<file path="src/rtl/per_source_flood_suppressor_assert.svh">
// Assertion macros for the per-source flood suppressor.
// Included by modules that carry concurrent checks; expects clk and rst in scope.
`ifndef PER_SOURCE_FLOOD_SUPPRESSOR_ASSERT_SVH
`define PER_SOURCE_FLOOD_SUPPRESSOR_ASSERT_SVH

// Same-cycle implication, disabled during reset.
`define PSFS_ASSERT_IMP(lbl, ante, cons, msg) \
  lbl: assert property (@(posedge clk) disable iff (rst) (ante) |-> (cons)) \
    else $error(msg);

// Next-cycle implication, disabled during reset.
`define PSFS_ASSERT_NXT(lbl, ante, cons, msg) \
  lbl: assert property (@(posedge clk) disable iff (rst) (ante) |=> (cons)) \
    else $error(msg);

`endif

</file>
<file path="src/rtl/psfs_ram.sv">
// Generic single-port-write, single-port-read synchronous RAM with registered read data.
// No dependencies.
`timescale 1ns / 1ps

module psfs_ram #(
  parameter int DATA_W = 8,
  parameter int DEPTH  = 256,
  parameter int ADDR_W = $clog2(DEPTH)
) (
  input  logic              clk,
  input  logic              we,
  input  logic [ADDR_W-1:0] waddr,
  input  logic [DATA_W-1:0] wdata,
  input  logic              re,
  input  logic [ADDR_W-1:0] raddr,
  output logic [DATA_W-1:0] rdata
);

  logic [DATA_W-1:0] mem [DEPTH];

  always_ff @(posedge clk) begin
    if (we) begin
      mem[waddr] <= wdata;
    end
  end

  // hold read data until the next read
  always_ff @(posedge clk) begin
    if (re) begin
      rdata <= mem[raddr];
    end
  end

endmodule

</file>
<file path="config.mk">
export PLATFORM = sky130hd
export DESIGN_NAME = psfs_ram
export DESIGN_NICKNAME = d
export VERILOG_FILES = /design/src/rtl/per_source_flood_suppressor_assert.svh /design/src/rtl/psfs_ram.sv
export SDC_FILE = /design/constraint.sdc
export NUM_CORES = 2
export LEC_CHECK = 0
export BUFFER_PORTS_ARGS = -buffer_cell sky130_fd_sc_hd__buf_2
export CAP_MARGIN = 20
export CELL_PAD_IN_SITES_DETAIL_PLACEMENT = 0
export CELL_PAD_IN_SITES_GLOBAL_PLACEMENT = 1
export CORE_UTILIZATION = 31
export DETAILED_ROUTE_END_ITERATION = 8
export PLACE_DENSITY = 0.52
export SLEW_MARGIN = 10
export SYNTH_ARGS = -nofsm -noshare
export SYNTH_HDL_FRONTEND = slang
export SYNTH_SLANG_ARGS = --single-unit
</file>
<file path="constraint.sdc">
create_clock -name clk -period 2.8 [get_ports clk]
set_input_delay 0.42 -clock clk [delete_from_list [all_inputs] [get_ports clk]]
set_output_delay 0.42 -clock clk [all_outputs]
set_load 0.05 [all_outputs]
</file>
; ---- Word-level counts from Yosys, hierarchy flattened
; Memory sizes are Yosys's and may differ from the RTL's. A register that Yosys moved wholly into a read port is not among the register bits.
; Index checks and enable logic that the tools add are counted.
[word_totals]
out_inout_bits = 8
ram_bits = 2048
in_bits = 27
n_memories = 1
elab_cells = 3
reg_bits = 0
[mem_list]
columns = name, depth, word_bits, read_ports, rd_clocked_by_memory_dff, wr, line_no
row1 = mem, 256, 8, 1, 1, 1, psfs_ram.sv:19  ; logic [DATA_W-1:0] mem [DEPTH];
[op_classes]
mux = 2
[ops]
columns = operator, count
row1 = two-way mux 1 bit, 2

; ---- Depth between registers and ports, before layout
[depth]
depth_word = 2
depth_mapped = 11
depth_no_buf = 6

; ---- Worst setup path after synthesis
; No wires, ideal clock.
[synth_path]
kind = input port to flip-flop
from = input raddr[0]
to = register rdata[2] (read register of mem), data pin
n_path_buf = 4
stages = 9
t_required_ns = 2.531
setup_time_ns = 0.269
t_arrival_ns = 2.227
slack_ns = 0.304
cell_sequence = buf_6 -> buf_12 -> buf_8 -> buf_2 -> mux4_2 -> a22oi_1 -> a21oi_1 -> nor4_1 -> nor4_2
[synth_rtl]
columns = item, line_no
row1 = start: declaration, psfs_ram.sv:15  ; input logic [ADDR_W-1:0] raddr,
row2 = end: declaration, psfs_ram.sv:16  ; output logic [DATA_W-1:0] rdata

==> key figures <==
Synthesis
  • Ys Warns: 0
  • Async SR Flop Fraction: 0%
  • Yosys reg bits: approximately 2100
  • Syn avg cell area: ~21 µm²
  • Post-Synthesis Cells: 3733
  • Cell Area, Synth: approximately 80000 µm²
  • Top FF cell, synth: edfxtp_1
  • Post-synth EDFFs: 2056
  • Top cell type by total area after synthesis: edfxtp_1
  • Synth area leaders: edfxtp_1 (78%), mux4_2 (13%), mux2i_1 (1.7%), nor2_1 (1.3%), a22oi_1 (1.3%)
  • Yosys top cell area share: between 70 and 80%
  • Cell variety after synth: 54
  • Fraction of the yosys area taken by sequential cells: between 70 and 80%
  • Post-Synthesis Net Count: around 3800

Pwr
  • VDD IR max: between 0.4 and 0.5 mV
  • Sw frac: between 20 and 25%
  • Int Pwr: between 50000 and 60000 µW
  • Sequential fraction of design power: 50.6%
  • Combinational power share: between 5 and 6%
  • Sw Pwr: 14460 µW
  • Clock network fraction of total power: a little over two fifths
  • Leak: 0.03115 µW
  • Pwr/cell area: 693.8 nW/µm²

Timing
  • Final setup margin: 0.05507 ns
  • Fin crit share: 98.03%
  • Fmax achieved: around 360 MHz
  • Hold Fails Final Rpt: 0
  • Relative slew slack: a little over a third
  • Final Max Slew Viols: 0
  • RSZ-0062 raised after global routing: no
  • Actual slew at the worst max-slew pin: slightly below 1 ns
  • Clock skew: approximately 0.053 ns
  • Final period demand of the worst path: 2.745 ns
  • Final setup violation count: 0

Global route
  • Vias in the first global route: about 42000
  • Gr usage total: 17.49%
  • GRT busiest layer: met2
  • Grt met3 use: between 2 and 3%
  • Met2 Use GR: 28.65%
  • Grt met1 use: approximately 24%
  • First-pass GRT wire length: 321700 µm
  • Overflow after GRT: 0
  • Pin count of the biggest net entering global routing: approximately 140
  • Initial antenna violation count: 19

Clock tree
  • CTS root buf: clkbuf_16
  • Longest Clk Path Bufs: 3
  • H-Tree Depth: 4
  • Clk sinks: about 2100
  • CTS buffer count: 218
  • CTS tree: yes
  • Worst skew pair latency: slightly below 0.9 ns
  • Clock Pin Slew Worst Setup and Hold Paths: 0.06 ns
  • Setup bufs post-CTS: 0

Floorplan
  • I/O pin count: 35
  • Core area: about 250000 µm²
  • Starting Density: between 30% and 40%
  • Die area: 258900 µm²
  • Chip width: a little over 500 µm
  • Standard-cell rows: 185
  • Die Y: 508.8 µm

Finish
  • Most frequent cells in the layout: edfxtp_1 (2056), buf_4 (667), mux4_2 (454)
  • Fin area: 96750 µm²
  • Synthesis-to-layout area growth: 21.48%
  • Filler Cell Count: approximately 23000
  • Non-Filler Instances: 8055
  • Utilization after layout: 37.96%
  • Commonest non-fill, non-tap cell in the layout: edfxtp_1
  • Nets: 4536
  • Share of layout cells above drive strength 1: between 30% and 40%

Placed design
  • Hpwl dp: around 150000 µm
  • IO buf count: 34
  • Area after DPL: just under 90000 µm²
  • Place WS: -0.8398 ns
  • Post-placement cell count: 7648
  • GP Congestion: a little over 0.8

Worst hold path
  • HP Class: input port to register

Route
  • First drt pass iteration count: 5
  • Via density: around 5
  • Total number of vias: 40436
  • Total Routed Length: 225600 µm
  • Number of DRC markers in iteration 0: 3638
  • Avg WL per Cell: approximately 28 µm
  • Post-route ant nets: 0
  • Remaining DRCs: 0

Worst setup path
  • Setup crit end kind: register
  • Type of the worst setup path: register to register
  • Worst EP arrival: roughly 3.4 ns
  • WP data required: ~3.4 ns
  • Setup crit start kind: register
  • Worst-path fanout max: 1

Run
  • Max Cap Viol: 0

Outcome
  • Status: finished clean
[power by group through the flow]
stage	clock network, µW	logic [µW]	registers (µW)
finish	29400	3780	34000
global route	31100	4000	34000
CTS	30100	3850	34000
detailed placement	0	3840	34600
global placement	0	3830	34600
floorplan	0	1650	34700
[layout make-up]
type | instances | area (µm²) | share of cell area [%]
repair buffers | 789 | 7002 | 7.237
inverters | 2 | 7.507 | 0.007760
well taps | 3366 | 4212 | 4.353
flip-flops and latches | 2056 | 61740 | 63.82
diodes | 4 | 10.01 | 0.01035
clock buffers | 258 | 5648 | 5.838
multi-input cells | 1442 | 16520 | 17.08
clock inverters | 138 | 1604 | 1.658
[worst max-delay path: stages, from the launching register on]
cell	delay, ns
edfxtp_1	0.36
mux4_2	0.53
mux4_2	0.52
nor2_1	0.14
a2111oi_0	0.08
dlymetal6s2s_1	0.20
buf_4	0.15
nor3_1	0.30
buf_4	0.18
nor4_2	0.04
[cells by family (layout without fill, tap and decap cells)]
logic type             Yosys count  count (layout)  synth area share, %
DFF                           2056            2056                77.53
other                            0               4                    0
AOI/OAI and AO/OA              385             385                3.416
muxes                          591             591                14.60
buffers and inverters          235            1187                1.829
and+or+nand+nor                466             466                2.625
[registers in the layout (all words and copies together) (netlist names)]
name / cells
mem: 2048
rdata: 8
[repair_timing]
item                                   4_1_cts  5_1_grt
hold buffers                                 6        0
gates resized for setup                      0        2
endpoints found under the hold margin      157        0
setup endpoints to repair                    0        2
[synthesized netlist by cell type, drive strengths merged, types with 4 or more instances]
master and count:
nand2b 8, nor2b 31, a21oi 96, o211ai 10
a2111oi 5, and2 6, nand2 33, a221oi 14
o221ai 47, clkbuf 111, nand3 34, or2 4
o22a 5, a22oi 133, buf 122, edfxtp 2056
mux4 456, nand4 10, o32ai 5, a22o 8
mux2i 134, o22ai 28, nor4 27, a211oi 16
o21ai 12, nor2 282, nor3 22
[final timing paths]
kind	startpoint	slack (ns)	to	cells past startpoint
worst max-delay path	mem[143][2]	0.06	rdata[2]	9
worst min-delay path	wdata[4]	0.04	mem[137][4]	1
worst max register to register	mem[143][2]	0.06	rdata[2]	9
worst min register to register	mem[12][3]	1.24	rdata[3]	6
[layer usage]
metal | wire, µm | vias up | share of wire (%)
met1 | 98560 | 21726 | 44
li1 | - | 17295 | -
met3 | 12050 | 278 | 5.3
met2 | 109600 | 1137 | 49
met5 | 0 | - | 0
met4 | 5419 | 0 | 2.4
[stage by stage]
stage / power, µW / TNS [ns] / hold slack, ns
2_1_floorplan: 36320 / 0 / 0.5189
3_3_place_gp: 38460 / -5.970 / 0.8008
3_5_place_dp: 38480 / -5.935 / 0.8042
4_1_cts: 67900 / 0 / 0.0006223
5_1_grt: 69050 / 0 / 0.03734
6_report: 67130 / 0 / 0.04262
Power figures use the tool's default switching activity.
