File: config.mk
export PLATFORM = sky130hd
export DESIGN_NAME = psfs_judge
export DESIGN_NICKNAME = d
export VERILOG_FILES = /design/src/rtl/per_source_flood_suppressor_assert.svh /design/src/rtl/psfs_pkg.sv /design/src/rtl/psfs_judge.sv
export SDC_FILE = /design/constraint.sdc
export NUM_CORES = 1
export LEC_CHECK = 0
export BUFFER_PORTS_ARGS = -buffer_cell sky130_fd_sc_hd__buf_2
export CELL_PAD_IN_SITES_DETAIL_PLACEMENT = 1
export CELL_PAD_IN_SITES_GLOBAL_PLACEMENT = 2
export CORE_ASPECT_RATIO = 0.7
export CORE_MARGIN = 4
export CORE_UTILIZATION = 29
export DETAILED_ROUTE_END_ITERATION = 8
export PLACE_DENSITY_LB_ADDON = 0.1
export SYNTH_ARGS = -nofsm -noshare
export SYNTH_HDL_FRONTEND = slang
export SYNTH_SLANG_ARGS = --single-unit
File: constraint.sdc
create_clock -name vclk -period 7.7
set_clock_uncertainty 0.1 [all_clocks]
set_input_delay 0.385 -clock vclk [all_inputs]
set_output_delay 0.385 -clock vclk [all_outputs]
set_load 0.01 [all_outputs]
File: src/rtl/per_source_flood_suppressor_assert.svh
// Assertion macros for the per-source flood suppressor.
// Included by modules that carry concurrent checks; expects clk and rst in scope.
`ifndef PER_SOURCE_FLOOD_SUPPRESSOR_ASSERT_SVH
`define PER_SOURCE_FLOOD_SUPPRESSOR_ASSERT_SVH

// Same-cycle implication, disabled during reset.
`define PSFS_ASSERT_IMP(lbl, ante, cons, msg) \
  lbl: assert property (@(posedge clk) disable iff (rst) (ante) |-> (cons)) \
    else $error(msg);

// Next-cycle implication, disabled during reset.
`define PSFS_ASSERT_NXT(lbl, ante, cons, msg) \
  lbl: assert property (@(posedge clk) disable iff (rst) (ante) |=> (cons)) \
    else $error(msg);

`endif

File: src/rtl/psfs_pkg.sv
// Shared types, constants and codes for the per-source flood suppressor.
// No dependencies.
`timescale 1ns / 1ps

package psfs_pkg;

  localparam int NUM_SOURCES = 256;
  localparam int ADDR_W      = $clog2(NUM_SOURCES);
  localparam int SRC_W       = 8;
  localparam int LEVEL_W     = 3;
  localparam int TIME_W      = 32;
  localparam int COUNT_W     = 17;
  localparam int THR_W       = 16;
  localparam int MS_W        = 24;
  localparam int CFG_IDX_W   = 2;
  localparam int VERDICT_W   = 2;
  localparam int ENTRY_W     = COUNT_W + TIME_W;

  localparam logic [COUNT_W-1:0] COUNT_MAX = {COUNT_W{1'b1}};

  localparam logic [LEVEL_W-1:0] LEVEL_ERROR   = 3'd3;
  localparam logic [LEVEL_W-1:0] LEVEL_WARNING = 3'd4;

  localparam logic [CFG_IDX_W-1:0] REG_COUNT_THRESHOLD = 2'd0;
  localparam logic [CFG_IDX_W-1:0] REG_WINDOW_MS       = 2'd1;
  localparam logic [CFG_IDX_W-1:0] REG_SUPPRESS_MS     = 2'd2;

  localparam logic [THR_W-1:0] THR_RESET      = 16'd10;
  localparam logic [MS_W-1:0]  WINDOW_RESET   = 24'd1000;
  localparam logic [MS_W-1:0]  SUPPRESS_RESET = 24'd10000;

  typedef enum logic [VERDICT_W-1:0] {
    VERDICT_PASS  = 2'd0,
    VERDICT_FIRST = 2'd1,
    VERDICT_STILL = 2'd2
  } verdict_t;

  typedef enum logic {
    ST_IDLE,
    ST_CALC
  } state_t;

  typedef struct packed {
    logic [THR_W-1:0] count_threshold;
    logic [MS_W-1:0]  window_len;
    logic [MS_W-1:0]  suppress_len;
  } cfg_t;

  typedef struct packed {
    logic                throttle;
    logic                valid;
    logic [TIME_W-1:0]   window_start;
    logic [COUNT_W-1:0]  event_count;
    logic [TIME_W-1:0]   now_ms;
  } judge_in_t;

  typedef struct packed {
    verdict_t            verdict;
    logic                wr_en;
    logic [TIME_W-1:0]   window_start;
    logic [COUNT_W-1:0]  event_count;
  } judge_out_t;

endpackage

File: src/rtl/psfs_judge.sv
// Per-event decision: count update, window check and write-back values.
// Depends on psfs_pkg.
`timescale 1ns / 1ps

module psfs_judge (
  input  psfs_pkg::cfg_t       cfg,
  input  psfs_pkg::judge_in_t  jin,
  output psfs_pkg::judge_out_t jout
);

  logic [psfs_pkg::COUNT_W-1:0] cnt_base;
  logic [psfs_pkg::COUNT_W-1:0] cnt_inc;
  logic [psfs_pkg::COUNT_W-1:0] thr;
  logic [psfs_pkg::TIME_W-1:0]  ws_base;
  logic [psfs_pkg::TIME_W-1:0]  elapsed;
  logic [psfs_pkg::MS_W:0]      hold_limit;

  always_comb begin
    cnt_base   = jin.valid ? jin.event_count : '0;
    ws_base    = jin.valid ? jin.window_start : jin.now_ms;
    cnt_inc    = (cnt_base == psfs_pkg::COUNT_MAX) ? cnt_base
                 : cnt_base + psfs_pkg::COUNT_W'(1);
    elapsed    = jin.now_ms - ws_base;
    thr        = psfs_pkg::COUNT_W'(cfg.count_threshold);
    hold_limit = {1'b0, cfg.window_len} + {1'b0, cfg.suppress_len};

    jout.verdict      = psfs_pkg::VERDICT_PASS;
    jout.wr_en        = jin.throttle;
    jout.window_start = ws_base;
    jout.event_count  = cnt_inc;

    priority if (cnt_inc < thr) begin
      jout.verdict = psfs_pkg::VERDICT_PASS;
    end else if (cnt_inc == thr) begin
      if (elapsed < psfs_pkg::TIME_W'(cfg.window_len)) begin
        jout.verdict = psfs_pkg::VERDICT_FIRST;
      end else begin
        jout.window_start = jin.now_ms;
        jout.event_count  = psfs_pkg::COUNT_W'(1);
      end
    end else begin
      if (elapsed < psfs_pkg::TIME_W'(hold_limit)) begin
        jout.verdict = psfs_pkg::VERDICT_STILL;
      end else begin
        jout.window_start = jin.now_ms;
        jout.event_count  = psfs_pkg::COUNT_W'(1);
      end
    end

    // untracked level or throttling off: pass, leave state alone
    if (!jin.throttle) begin
      jout.verdict = psfs_pkg::VERDICT_PASS;
    end
  end

endmodule

### Word-level counts from Yosys, hierarchy flattened

Index checks and enable logic that the tools add are counted.

| operators by class | value |
|---|---|
| magnitude comparators | 3 |
| $add $sub $neg | 3 |
| equal/unequal tests | 2 |
| multiplexer cells | 12 |

Operator list:

| operator | count |
|---|---|
| 2-to-1 mux 49 bit | 4 |
| 2-to-1 mux 17 bit | 2 |
| less-than comparator 32 x 24 -> 1 bit | 1 |
| less-than comparator 32 x 25 -> 1 bit | 1 |
| 2-to-1 mux 32 bit | 1 |
| subtractor 32 bit | 1 |
| adder 24 x 24 -> 25 bit | 1 |
| adder 17 x 1 -> 17 bit, second input constant | 1 |
| equality test 17 x 16 -> 1 bit | 1 |
| equality test 17 bit, second input constant | 1 |
| less-than comparator 17 x 16 -> 1 bit | 1 |
| 2-to-1 mux 2 bit | 4 |
| 2-to-1 mux 1 bit | 1 |

| word-level totals | value |
|---|---|
| output and inout bits | 52 |
| logic and storage cells | 20 |
| input port bits | 147 |
| register bits | 0 |

### Longest topological paths before layout

Gate-level depths: netlist of run 1.

| logic depth | value |
|---|---|
| word-level depth | 7 |
| gate-level depth with buffers | 28 |
| mapped depth without buffers | 25 |

### Worst setup path before layout of run 1

No wires, ideal clock.

| timing path | value |
|---|---|
| path kind | input to output |
| start point | in jin[81] (netlist name) |
| end point | out jout[18] (netlist name) |
| arrival | 5.595 ns |
| stages on the path | 24 |
| required time | 7.215 ns |
| path slack | 1.620 ns |
| path buffers | 4 |
| cells stage by stage | clkbuf_1 -> clkbuf_1 -> clkbuf_1 -> mux2i_1 -> ha_1 -> a211oi_1 -> o21a_1 -> o32ai_2 -> o21a_1 -> o21a_1 -> o21ai_0 -> nor2b_1 -> xnor2_1 -> ha_1 -> and4_1 -> nor3b_1 -> a31oi_1 -> maj3_1 -> a211o_1 -> o2111a_1 -> o21bai_1 -> a21oi_4 -> buf_6 -> mux2i_1 |

RTL lines:

| item | line | RTL |
|---|---|---|
| start, declared | psfs_judge.sv:7 | `input psfs_pkg::judge_in_t jin,` |
| end, declared | psfs_judge.sv:8 | `output psfs_pkg::judge_out_t jout` |

==> metrics.md, run 1 <==
| Metric | Value |
|---|---|
| Critical path cell sequence | buf_2 > buf_12 > mux2i_1 > ha_1 > and3_1 > a221oi_1 > nand2_1 > a21oi_1 > o21ai_0 > xnor2_1 > ha_1 > nand3_1 > nor3_1 > a211oi_1 > maj3_1 > a211oi_1 > o21bai_1 > a21oi_4 > buf_4 > mux2i_1 > buf_2 |
| Number of global-route vias before repair | 6,482 |
| Leading area contributor after synthesis | ha_1 |
| Die height | between 100 and 150 µm |
| Overall Global Routing Usage | about 18% |
| Share of post-route cells with drive strength above 1 | between 20% and 30% |
| Seq pwr share | 0% |
| Setup bufs post-CTS | 0 |
| Post-synth top cells | ha_1 (116), inv_1 (85), nand2_1 (66) |
| Worst Tran Pin Value | 785 ps |
| Arr. time, crit path | ~6200 ps |
| Final Hold Slack | about 910 ps |
| Cts hold-fix bufs | 0 |
| HP Class | primary input to output port |
| Synth top area cells | ha_1 (25%), mux2i_1 (11%), a21oi_1 (5.6%) |
| Wire length per cell | approximately 17 µm |
| Crit Path Class | primary input to output port |
| Fmax | about 150 MHz |
| HPWL after detailed placement | between 15,000 and 20,000 µm |
| Logic pwr share | 100.0% |
| Final slew viol count | 0 |
| Largest net degree at the start of global routing | 45 |
| Crit-path leading delay family | compound AO/OA/AOI/OAI gates |
| Switching power | around 430 µW |
| Final Cycle Share | 86.7% |
| Cell area after placement | about 7100 µm² |
| Cell area after synthesis | a little under 6000 µm² |
| Syn avg cell area | between 7 and 8 µm² |
| Tmin final | approximately 6700 ps |
| Std-Cell Rows | 42 |
| Share of the synthesized area in the top cell type | roughly 25% |
| Clock power frac | 0% |
| Setup WS post-layout | 1020 ps |
| Initial Util | between 30 and 40% |
| Sequential area share after synthesis | 0% |
| Syn nets | around 1,100 |
| GRT overflow | 0 |
| Initial drt markers | between 300 and 400 |
| Gpl congestion | approximately 0.83 |
| Total power draw | 748 µW |
| Drt drc | 0 |
| Core Region | ~19,000 µm² |
| Total die area | approximately 22,000 µm² |
| Setup TNS | 0 ps |
| Setup crit end kind | output port |
| CTS resizes | 0 |
| DR pass1 iterations | 5 |
| Cells after synthesis | 809 |
| Cell Pwr Density | ~110 nW/µm² |
| Final setup viols | 0 |
| Most frequent cell after synthesis | ha_1 |
| IO Pins | ~200 |
| First-pass GRT wire length | around 34,000 µm |
| Area Growth Syn to Fin | 22.2% |
| Die X | between 150 and 200 µm |
| Vias per inst | between 5 and 6 |
| Status | finished, final reports clean |
| Crit Path Max Fanout | 44 |
| Final instance area | about 7100 µm² |
| Max Cap Viol | 0 |
| Worst ir drop on vdd | roughly 32 µV |
| Sum of buffers and inverters on the critical path | 4 |
| Pre-CTS setup slack | 1050 ps |
| Clkbuf count | 0 |
| Yosys warning total | 0 |
| Int Power | approximately 320 µW |
| Antenna-violating nets left | 0 |
| Final Hold Viols | 0 |
| Req. time, crit path | 7210 ps |
| Nature of the critical path startpoint | primary input |
| Via count | 6,400 |
| FF+latch area | 0 µm² |
| Initial antenna violation count | 1 |
| Seq_cells | 0 |
| RSZ-0062 raised after global routing | no |
| Port buffer count | 199 |
| Leakage power | 0.00368 µW |
| Slew headroom | between 40% and 50% |
| Nets | ~1,300 |
| Multi-input gate area | roughly 5400 µm² |
| Distinct cells, synth | 62 |
| Routed WL | around 21,000 µm |
| CP max-delay cell | a211oi_1 |
| Worst path max stage delay | 560 ps |
| Sw frac | a little under three fifths |
| Fillers | between 2,000 and 3,000 |
-- metal layers --
layer	GRT usage, %	share of wire [%]
met3	1.20	4.9
met1	28.2	53
met4	1.00	0.56
met2	28.1	42
met5	0	0
-- cell type report --
cell class / instances / area share, %
diodes: 1 / 0.0353
inverters: 85 / 4.51
multi-input cells: 705 / 75.9
well taps: 264 / 4.67
repair buffers: 203 / 14.8
-- layout by cell type, fill, tap and decap left out, drive strengths merged, types with 4 or more instances in the layout --
master,n
nor4,5
nor2,52
ha,116
and2,12
nand2b,7
xor2,24
mux2i,63
o31ai,5
nor3,12
a211oi,14
buf,203
maj3,4
and3,7
a31oi,6
a2111oi,4
inv,85
o21ai,39
nand3,20
or3,5
a21oi,66
nand2,66
nor2b,20
xnor2,36
a21o,21
o2111ai,4
nand4,15
a21boi,7
o21bai,11
o21a,20
o211ai,5
-- final timing paths --
check / cells past startpoint / end / slack, ps / startpoint
worst min-delay path: 2 / jout[49] / 910 / jin[82]
worst max-delay path: 21 / jout[23] / 1020 / jin[81]
-- power by group through the flow --
stage	clock [µW]	combinational, µW	sequential [µW]
after floorplan	0	518	0
after global placement	0	748	0
after CTS	0	754	0
final	0.0000174	748	0
after detailed placement	0	749	0
after global routing	0.0000174	847	0
-- metrics by stage --
step | utilization [%] | cells
5_1_grt | 36.8 | 1258
3_3_place_gp | 36.8 | 1257
3_5_place_dp | 36.8 | 1257
6_report | 36.8 | 1258
4_1_cts | 36.8 | 1257
2_1_floorplan | - | 809
-- cells by family (layout without fill, tap and decap cells) --
kind of cell               count (synthesis)  in the layout  share of synthesized area (%)
AOI/OAI and AO/OA                        224            224                           25.8
buffers and inverters                    104            288                           7.21
adders and majority gates                122            122                           26.5
xor gates and xnor gates                  60             60                           9.07
other                                      0              1                              0
muxes                                     65             65                           11.3
and+or+nand+nor                          234            234                           20.1
No activity file was read; power rests on OpenSTA's default activity.
==> run 2, diff against run 1 <==
--- a/config.mk
+++ b/config.mk
@@ -13,6 +13,7 @@
 export CORE_UTILIZATION = 29
 export DETAILED_ROUTE_END_ITERATION = 8
 export PLACE_DENSITY_LB_ADDON = 0.1
+export RECOVER_POWER = 50
 export SYNTH_ARGS = -nofsm -noshare
 export SYNTH_HDL_FRONTEND = slang
 export SYNTH_SLANG_ARGS = --single-unit
==> run 2 against run 1 <==
Net effect:
- routed wire length up 0.12%
- count of clock-buffer cells in the layout is the same
- via count down 0.30%
- critical path type unchanged
- first-iteration DRC count decreased by 6.9%
- die area unchanged
- global-route usage stayed put
- largest cell class unchanged
- design area fell by 0.48%
- combinational power decreased by 0.5%
- critical endpoint unchanged
==> metrics.md, run 2 (synthesized netlist as in run 1, its figures left out) <==
| Metric | Value |
|---|---|
| Status | finished, final reports clean |
| Final setup viols | 0 |
| Nets | approximately 1,300 |
| Routed WL | between 20,000 and 25,000 µm |
| Worst Tran Pin Value | between 700 and 800 ps |
| Final Hold Slack | 917 ps |
| Gpl congestion | 0.832 |
| GRT overflow | 0 |
| Int Power | around 320 µW |
| Die height | between 100 and 150 µm |
| Setup bufs post-CTS | 0 |
| Max Cap Viol | 0 |
| RSZ-0062 raised after global routing | no |
| Most frequent cells in the layout | buf_2 (178), ha_1 (116), inv_1 (85) |
| Seq_cells | 0 |
| Leakage power | between 0.003 and 0.004 µW |
| Setup crit end kind | output port |
| Drt drc | 0 |
| Logic pwr share | 100.0% |
| Cts hold-fix bufs | 0 |
| Initial Util | between 30% and 40% |
| Fin cells | about 1,300 |
| Sw frac | a little under three fifths |
| Total die area | between 20,000 and 25,000 µm² |
| Final Util | 36.6% |
| Crit Path Class | primary input to output port |
| Final slew viol count | 0 |
| Tmin final | 6760 ps |
| Port buffer count | slightly below 200 |
| Clkbuf count | 0 |
| Final Cycle Share | just under 90% |
| Vias per inst | 5.07 |
| Worst hold path depth | 2 |
| IO Pins | ~200 |
| Cell Pwr Density | approximately 110 nW/µm² |
| Share of post-route cells with drive strength above 1 | about a fifth |
| Clock power frac | 0% |
| Seq pwr share | 0% |
| Crit Path Max Fanout | 14 |
| Most common cell after layout, fill and taps aside | buf_2 |
| Req. time, crit path | 7210 ps |
| Initial drt markers | between 300 and 400 |
| Std-Cell Rows | 42 |
| HPWL after detailed placement | 19,000 µm |
| CTS resizes | 0 |
| Via count | roughly 6,400 |
| Setup TNS | 0 ps |
| Worst ir drop on vdd | 31.8 µV |
| DR pass1 iterations | 5 |
| Die X | approximately 180 µm |
| Wire length per cell | 16.9 µm |
| Area Growth Syn to Fin | 21.6% |
| Arr. time, crit path | approximately 6300 ps |
| Largest net degree at the start of global routing | 45 |
| Switching power | between 400 and 500 µW |
| FF+latch area | 0 µm² |
| Final instance area | 7050 µm² |
| Cell area after placement | around 7100 µm² |
| Final Hold Viols | 0 |
| Cells after DPL | roughly 1,300 |
| Antenna-violating nets left | 0 |
| Number of global-route vias before repair | between 6,000 and 7,000 |
| First-pass GRT wire length | 34,200 µm |
| Overall Global Routing Usage | a little under a fifth |
| Nature of the critical path startpoint | primary input |
| Slew headroom | between 40% and 50% |
| HP Class | primary input to output port |
| Core Region | 19,200 µm² |
| Fmax | 148 MHz |
| Initial antenna violation count | 1 |
## run 2: changes by cell type in the layout (fill, tap and decap cells not counted), sizes merged
cell / change
clkbuf: +21
buf: -21
## run 2: power by group through the flow
stage               clock, µW  sequential, µW  combinational, µW
finish              0.0000174               0                744
global placement            0               0                748
floorplan                   0               0                518
CTS                         0               0                754
global route        0.0000174               0                844
detailed placement          0               0                749
## run 2: cell type report
cell class | instances | area [µm²]
Fill cell | 2546 | 12200
Multi-Input combinational cell | 705 | 5370
Timing Repair Buffer | 203 | 1020
Tap cell | 264 | 330
Inverter | 85 | 319
Antenna cell | 1 | 2.50
## run 2: critical path, cell delays in order
cell,delay [ps]
buf_2,340
mux2i_1,430
fa_1,320
a211oi_1,110
o21a_1,210
o32ai_1,560
a21oi_1,270
o21ai_0,400
xnor2_1,180
ha_1,330
nand3_1,110
nor3_1,210
a211oi_1,100
maj3_1,350
a211oi_1,550
o21bai_1,250
a21oi_4,470
buf_4,300
mux2i_1,220
buf_2,160
## run 2: layer usage
layer  wire [µm]  GRT usage (%)  up-vias
li1            -              -     3306
met1       11200           28.2     2920
met2        8880           28.1      148
met3        1030           1.20        7
met4         119           1.00        0
met5           0              0        -
## run 2: final timing paths
| path | start | to | slack, ps |
|---|---|---|---|
| worst min-delay path | jin[82] | jout[49] | 920 |
| worst max-delay path | jin[81] | jout[23] | 940 |
## run 2: stage by stage
| stage | setup WS [ps] | power [µW] |
|---|---|---|
| after floorplan | 1620 | 518 |
| after global placement | 1080 | 748 |
| after detailed placement | 1050 | 749 |
| after CTS | 985 | 754 |
| after global routing | 432 | 844 |
| final | 937 | 744 |
==> run 3, diff against run 2 <==
--- a/config.mk
+++ b/config.mk
@@ -6,11 +6,11 @@
 export NUM_CORES = 1
 export LEC_CHECK = 0
 export BUFFER_PORTS_ARGS = -buffer_cell sky130_fd_sc_hd__buf_2
-export CELL_PAD_IN_SITES_DETAIL_PLACEMENT = 1
-export CELL_PAD_IN_SITES_GLOBAL_PLACEMENT = 2
+export CELL_PAD_IN_SITES_DETAIL_PLACEMENT = 0
+export CELL_PAD_IN_SITES_GLOBAL_PLACEMENT = 1
 export CORE_ASPECT_RATIO = 0.7
 export CORE_MARGIN = 4
-export CORE_UTILIZATION = 29
+export CORE_UTILIZATION = 37
 export DETAILED_ROUTE_END_ITERATION = 8
 export PLACE_DENSITY_LB_ADDON = 0.1
 export RECOVER_POWER = 50
==> run 3 against run 2 <==
Net effect:
- combinational power decreased by 2%
- worst setup slack improved by 7.2 ps
- die area down 21%
- count of clock-buffer cells in the layout stayed put
- global-route usage grew 1.2 points
- sequential share of layout area unchanged
- worst hold slack got worse by 1.6 ps
- final cell count is 5.5% lower
- largest power group unchanged
- highest routed layer unchanged
==> metrics.md, run 3 (synthesized netlist as in run 1, its figures left out) <==
| Metric | Value |
|---|---|
| Die height | approximately 110 µm |
| Worst Setup EP | jout[27] |
| Routed WL | 18,400 µm |
| Logic pwr share | 100.0% |
| Cell Pwr Density | between 100 and 150 nW/µm² |
| Most frequent cells in the layout | buf_2 (178), ha_1 (116), inv_1 (85) |
| Worst ir drop on vdd | between 30 and 40 µV |
| Switching power | 413 µW |
| Final Cycle Share | about 90% |
| Nets | around 1,300 |
| Setup WS post-layout | roughly 940 ps |
| Tmin final | 6760 ps |
| DR pass1 iterations | 5 |
| Antenna-violating nets left | 0 |
| Crit Path Max Fanout | 25 |
| Final slew viol count | 0 |
| Clock power frac | 0% |
| Final Hold Viols | 0 |
| Req. time, crit path | between 7000 and 8000 ps |
| Setup bufs post-CTS | 0 |
| Drt drc | 0 |
| Std-Cell Rows | 37 |
| Pre-CTS setup slack | 1080 ps |
| Setup TNS | 0 ps |
| Seq pwr share | 0% |
| DR WL met2 | 7650 µm |
| First-pass GRT wire length | approximately 29,000 µm |
| Leakage power | ~0.0036 µW |
| Cts hold-fix bufs | 0 |
| Slew headroom | around 44% |
| Share of post-route cells with drive strength above 1 | roughly a fifth |
| HP Class | primary input to output port |
| Final setup viols | 0 |
| Setup crit end kind | output port |
| Crit path from | jin[81] |
| Largest net degree at the start of global routing | 26 |
| Overall Global Routing Usage | approximately a fifth |
| Int Power | between 300 and 400 µW |
| Initial drt markers | 377 |
| Initial Util | between 30% and 40% |
| Met3 wire length | 988 µm |
| Status | finished, final reports clean |
| Initial antenna violation count | 0 |
| Die X | approximately 160 µm |
| Worst Tran Pin Value | 830 ps |
| Gpl congestion | approximately 0.85 |
| IO Pins | roughly 200 |
| GRT overflow | 0 |
| Highest metal used | met4 |
| Number of global-route vias before repair | a little under 6,000 |
| FF+latch area | 0 µm² |
| Seq_cells | 0 |
| Crit Path Class | primary input to output port |
| Total die area | roughly 18,000 µm² |
| Vias per inst | about 5.3 |
| Sw frac | a little under three fifths |
| Met1 wire length | approximately 9600 µm |
| Clkbuf count | 0 |
| Core Region | 15,000 µm² |
| Arr. time, crit path | roughly 6300 ps |
| Wire length per cell | approximately 15 µm |
| Nature of the critical path startpoint | primary input |
| Max Cap Viol | 0 |
| CTS resizes | 0 |
| Via count | about 6,300 |
| HPWL after detailed placement | approximately 16,000 µm |
| RSZ-0062 raised after global routing | no |
| Area Growth Syn to Fin | 20.0% |
| Fmax | 148 MHz |
| Most common cell after layout, fill and taps aside | buf_2 |
| Port buffer count | about 200 |
| ANT cells | 0 |
==> run 3: changes by cell type in the layout (fill, tap and decap cells not counted), sizes merged <==
cell	previous run	this run
clkbuf	21	22
diode	1	0
==> run 3: area by class of cell <==
cell class         count  area, µm²
inverters             85        319
repair buffers       204       1020
well taps            195        244
fillers             1591       8040
multi-input cells    705       5380
==> run 3: worst max-delay path: stages <==
cell and delay (ps):
buf_2 500, mux2i_1 420, ha_1 300, nor2b_1 150, o2111a_1 280, o21ai_0 290
a31oi_1 180, o31ai_1 710, xnor2_1 140, ha_1 350, nand3_1 100, nor3_1 200
a211oi_1 100, maj3_1 340, a211oi_1 540, o21bai_1 240, a21oi_4 340, buf_4 280
mux2i_1 230, buf_2 170
==> run 3: power groups by stage <==
stage	Clock [µW]	Sequential (µW)	Combinational [µW]
2_1_floorplan	0	0	518
3_3_place_gp	0	0	729
3_5_place_dp	0	0	724
4_1_cts	0	0	729
5_1_grt	0	0	819
6_report	0	0	727
==> run 3: worst min path at each step <==
stage,cells after the start,start,slack (ps),end
after global routing,2,jin[82],920,jout[49]
after global placement,2,jin[82],920,jout[49]
after detailed placement,2,jin[82],920,jout[49]
after CTS,2,jin[82],920,jout[49]
final,2,jin[82],920,jout[49]
after floorplan,1,jin[82],760,jout[49]
==> run 3: through the flow <==
step / power (µW) / util (%) / cells / hold WS [ps] / instance area, µm²
floorplan: 518 / - / 809 / 762 / 5790
global placement: 729 / 46.6 / 1189 / 920 / 6990
detailed placement: 724 / 46.6 / 1189 / 919 / 6990
CTS: 729 / 46.6 / 1189 / 920 / 6990
global route: 819 / 46.4 / 1189 / 925 / 6960
finish: 727 / 46.4 / 1189 / 915 / 6960
==> run 3: metal layers <==
layer  global-route usage [%]  vias up
li1                         -     3325
met1                     29.8     2757
met2                     30.4      166
met3                    0.841       15
met4                     1.38        0
met5                        0        -
